<file path="src/rtl/pare_pkg.sv">
// ----------------------------------------------------------------------------
// pare_pkg
// shared widths, mode and config codes, word types and a saturating add for the particle age ring engine
// ----------------------------------------------------------------------------
package pare_pkg;

  localparam int MAX_SLOTS = 1024;
  localparam int SLOT_W    = $clog2(MAX_SLOTS);
  localparam int CAP_W     = SLOT_W + 1;
  localparam int AGE_W     = 32;
  localparam int ADDR_W    = SLOT_W + 1;
  localparam int EMIT_W    = 10;

  localparam logic [1:0] MODE_AGE  = 2'd0;
  localparam logic [1:0] MODE_EMIT = 2'd1;
  localparam logic [1:0] MODE_SWAP = 2'd2;

  localparam logic CFG_CAPACITY = 1'b0;
  localparam logic CFG_LIFETIME = 1'b1;

  typedef struct packed {
    logic [1:0]       mode;
    logic [AGE_W-1:0] age_step;
    logic [AGE_W-1:0] carried_age;
    logic [10:0]      emit_count;
    logic [AGE_W-1:0] age_spread;
  } pare_in_t;

  typedef struct packed {
    logic [10:0]       live_count;
    logic [10:0]       dropped_count;
    logic [EMIT_W-1:0] emitted_count;
  } pare_out_t;

  // saturating unsigned add
  function automatic logic [AGE_W-1:0] sat_add(input logic [AGE_W-1:0] a,
                                               input logic [AGE_W-1:0] b);
    logic [AGE_W:0] s;
    s = {1'b0, a} + {1'b0, b};
    return s[AGE_W] ? {AGE_W{1'b1}} : s[AGE_W-1:0];
  endfunction

endpackage

</file>
<file path="src/rtl/pare_div.sv">
// ----------------------------------------------------------------------------
// pare_div
// restoring divider, one quotient bit per cycle, 32 by 10 bits
// ----------------------------------------------------------------------------
module pare_div (
  input  logic                        clk,
  input  logic                        rst,
  input  logic                        start,
  input  logic [pare_pkg::AGE_W-1:0]  dividend,
  input  logic [pare_pkg::EMIT_W-1:0] divisor,
  output logic                        done,
  output logic [pare_pkg::AGE_W-1:0]  quo,
  output logic [pare_pkg::EMIT_W-1:0] rem
);
  import pare_pkg::*;

  logic                  busy;
  logic [4:0]            cnt;
  logic [EMIT_W-1:0]     dsr;
  logic [EMIT_W:0]       trial;
  logic [EMIT_W:0]       diff;

  assign trial = {rem, quo[AGE_W-1]};
  assign diff  = trial - {1'b0, dsr};

  always_ff @(posedge clk) begin
    if (rst) begin
      busy <= 1'b0;
      done <= 1'b0;
      cnt  <= '0;
    end else begin
      done <= !start && busy && (cnt == 5'd0);
      if (start) begin
        busy <= 1'b1;
        cnt  <= 5'd31;
        quo  <= dividend;
        rem  <= '0;
        dsr  <= divisor;
      end else if (busy) begin
        if (trial >= {1'b0, dsr}) begin
          rem <= diff[EMIT_W-1:0];
          quo <= {quo[AGE_W-2:0], 1'b1};
        end else begin
          rem <= trial[EMIT_W-1:0];
          quo <= {quo[AGE_W-2:0], 1'b0};
        end
        cnt <= cnt - 5'd1;
        if (cnt == 5'd0) begin
          busy <= 1'b0;
        end
      end
    end
  end

endmodule

</file>
<file path="config.mk">
export PLATFORM = sky130hd
export DESIGN_NAME = pare_div
export DESIGN_NICKNAME = d
export VERILOG_FILES = /design/src/rtl/pare_pkg.sv /design/src/rtl/pare_div.sv
export SDC_FILE = /design/constraint.sdc
export NUM_CORES = 1
export LEC_CHECK = 0
export BUFFER_PORTS_ARGS = -buffer_cell sky130_fd_sc_hd__buf_2
export CORE_ASPECT_RATIO = 1.75
export CORE_UTILIZATION = 47
export DETAILED_ROUTE_END_ITERATION = 16
export GPL_ROUTABILITY_DRIVEN = 0
export PLACE_DENSITY = 0.76
export SETUP_SLACK_MARGIN = 0.2
export SYNTH_ARGS = -nofsm -noshare
export SYNTH_HDL_FRONTEND = slang
export SYNTH_SLANG_ARGS = --single-unit
</file>
<file path="constraint.sdc">
create_clock -name clk -period 2.9 [get_ports clk]
set_input_delay 0.145 -clock clk [delete_from_list [all_inputs] [get_ports clk]]
set_output_delay 0.145 -clock clk [all_outputs]
set_load 0.05 [all_outputs]
</file>
==> flow_summary_export.csv <==
group,metric,value,unit
place,placed_area,3533,um2
sta,tightestPinTransition,0.9118,ns
global_routing,grt_max_degree,40,
critical_path,crit_type,"reg2reg",
power,p_per_area,614.3,nW/um2
sta,rsz0062_at_grt,"false",
yosys,syn_nets,289,
sta,maxSlewViolCount,0,
global_routing,antenna_found_initial,0,
critical_path,cp.required,3.07,ns
sta,finalSetupViolations,0,
critical_path,max_stage_delay,0.44,ns
sta,fin_crit_sh,0.8805,
sta,maxSlewHeadroom,0.3899,
critical_path,critical_path_buf_inv_count,2,
detailed_routing,ant_nets,0,
sta,max_freq,391.6,MHz
sta,fin_tns_setup,0,ns
cts,clk_pin_slew,0.06,ns
detailed_routing,routed_wl,6.547,mm
power,total_power,2.340,mW
worst_hold_path,hold_path.class,"in2reg",
layout,drive_above_1_share,0.4154,
critical_path,critPathTopFamily,"adder cells",
cts,cts_setup_buffers,0,
floorplan,die_x,62.49,um
sta,min_period,2.553,ns
cts,clock_sinks,59,
critical_path,cp.arrival,2.72,ns
yosys,synthCells,231,
critical_path,r2r-start,"quo[31]$_DFFE_PP_",
detailed_routing,drtIter0Drc,139,
global_routing,grt_pass1_wl,10.66,mm
cts,cts_buffer_depth,2,
global_routing,grt-ovfl-total,0,
critical_path,worstSetupStartpointType,"flip-flop",
yosys,synth_top_cell_area_share,0.5189,
detailed_routing,viasPerCell,5.388,
layout,final_area,3810,um2
yosys,yosys.area.top_type,"edfxtp_1",
detailed_routing,vias,2247,
layout,syn2layout_area_growth,26.61,%
power,p_leak,1.577,nW
global_routing,gr-usage-all-layers,0.2114,
critical_path,worst_path_most_repeated_cell,"inv_1",
worst_hold_path,min_from,"rst",
detailed_routing,avgRoutedWirePerCell,15.70,um
detailed_routing,drc,0,
critical_path,crit_slowest_cell,"or4_1",
worst_hold_path,whs_path_depth,2,
yosys,ys_ff_latch,59,
layout,diodes,0,
yosys,synth_area,3009,um2
critical_path,cp_max_fo,4,
sta,whs,0.1050,ns
layout,fin_util,0.6164,
floorplan,rows,38,
floorplan,die_h,107.9,um
place,dpl_worst_slack,0.3932,ns
worst_hold_path,min_to,"cnt[1]$_SDFFE_PP0N_",
critical_path,r2r_setup_slack,0.35,ns
layout,fin_cells,417,
floorplan,die_area,6739,um2
floorplan,ios,88,
yosys,syn-mean-instance-area,13.03,um2
yosys,seq_area_frac_synth,0.5655,
yosys,ys.warnings.count,0,
cts,clock_latency,0.34,ns
sta,worst_slack,0.3466,ns
critical_path,endpoint_kind,"flip-flop",
sta,hold_violations,0,
yosys,ys_top_cells_by_area,"edfxtp_1, mux2_2, ha_1, dfxtp_1, a211oi_1",
place,hpwl,4.898,mm
layout,nets,390,
cts,cts_tree,"yes",
sta,skew,0.007324,ns
critical_path,r2r_cells,9,
critical_path,path_cells,"inv_1 -> ha_1 -> inv_1 -> fa_1 -> a211oi_1 -> nor2_1 -> or4_1 -> a41o_1 -> mux2i_1",
yosys,synth.distinct_cells,47,
cts,cts_max_level,3,
cts,cts_buffers,9,
critical_path,timing.rr.end,"rem[6]$_SDFFCE_PP0P_",
status,status,"finished clean",
yosys,synth_flop_cell,"edfxtp_1",
yosys,async_reset_ff_frac,0,
floorplan,start_util,0.4868,
place,dp_cells,391,
floorplan,core_area,6181,um2
global_routing,grt_pass1_vias,2308,
place,port_buffers,87,
cts,clockRootBuffer,"clkbuf_8",
yosys,synth_edf_count,52,
job,max-cap-violations,0,
detailed_routing,first_pass_iters,4,
power,vdd_drop_max,372.9,uV
## sequential cells by signal (all words and copies together), names as in the netlist
signal	count
done	1
dsr	10
busy	1
quo	32
rem	10
cnt	5
## cell usage in the layout (no fill, tap or decap), types with 4 or more instances in the layout
master         count
a211oi_1          10
a21oi_1           10
buf_2             87
clkbuf_8           9
dfxtp_1            7
dlygate4sd3_1     10
edfxtp_1          52
ha_1              12
inv_1             16
mux2_2            32
mux2i_1            4
nand2_1           11
nor2_1             8
nor3_1             5
o21ai_0            7
xnor2_1            4
## layout make-up
cell class | count | area (um2)
fillers | 527 | 2371
flip-flops and latches | 59 | 1702
multi-input cells | 146 | 1214
repair buffers | 100 | 558.0
clock buffers | 12 | 135.1
well taps | 80 | 100.1
inverters | 16 | 60.06
clock inverters | 4 | 41.29
## layer usage
layer / GRT usage / share of wire / vias to the layer above
met5: 0 / 0 / -
met4: 0.1080 / 0.026 / 0
met3: 0.06992 / 0.056 / 16
met2: 0.3781 / 0.55 / 82
met1: 0.2159 / 0.37 / 1071
li1: - / - / 1078
## logic make-up (layout without fill, tap and decap cells)
kind of cell / after synthesis / in the layout / share of synthesized area
AO/OA/AOI/OAI: 47 / 47 / 0.1106
buffers and inverters: 26 / 132 / 0.03368
XOR/XNOR: 7 / 7 / 0.02037
adder cells (fa/ha/maj): 13 / 13 / 0.05655
multiplexers: 38 / 38 / 0.1430
flip-flops: 59 / 59 / 0.5655
AND/OR/NAND/NOR: 41 / 41 / 0.07027
## worst max-delay path by stage
stage / start / to / slack [ns] / depth (start not counted)
CTS: quo[31]$_DFFE_PP_ / rem[6]$_SDFFCE_PP0P_ / 0.38 / 9
detailed placement: quo[31]$_DFFE_PP_ / rem[6]$_SDFFCE_PP0P_ / 0.39 / 9
floorplan: rem[5]$_SDFFCE_PP0P_ / rem[4]$_SDFFCE_PP0P_ / 0.33 / 6
global placement: quo[31]$_DFFE_PP_ / rem[6]$_SDFFCE_PP0P_ / 0.46 / 9
global route: quo[31]$_DFFE_PP_ / rem[6]$_SDFFCE_PP0P_ / 0.21 / 9
finish: quo[31]$_DFFE_PP_ / rem[6]$_SDFFCE_PP0P_ / 0.35 / 9
## report_power, final
group / switching, mW / internal (mW) / leakage (nW)
combinational: 0.384 / 0.216 / 0.935
clock: 0.305 / 0.389 / 0.0871
sequential: 0.0375 / 1.01 / 0.554
total: 0.726 / 1.61 / 1.58
## Yosys cell counts, types with 4 or more instances
cell type,count
inv_1,16
mux2i_1,4
nand2_1,11
a211oi_1,10
a21oi_1,10
nor3_1,5
nor2_1,9
mux2_2,32
edfxtp_1,52
dfxtp_1,7
o21ai_0,7
clkbuf_1,6
ha_1,12
xnor2_1,4
## timing repair
item / in CTS / in global routing
endpoints found under the hold margin: 10 / 0
resized for setup: 0 / 0
hold buffers: 10 / 0
endpoints found under the setup margin: 0 / 0
No activity file was read; power rests on OpenSTA's default activity.
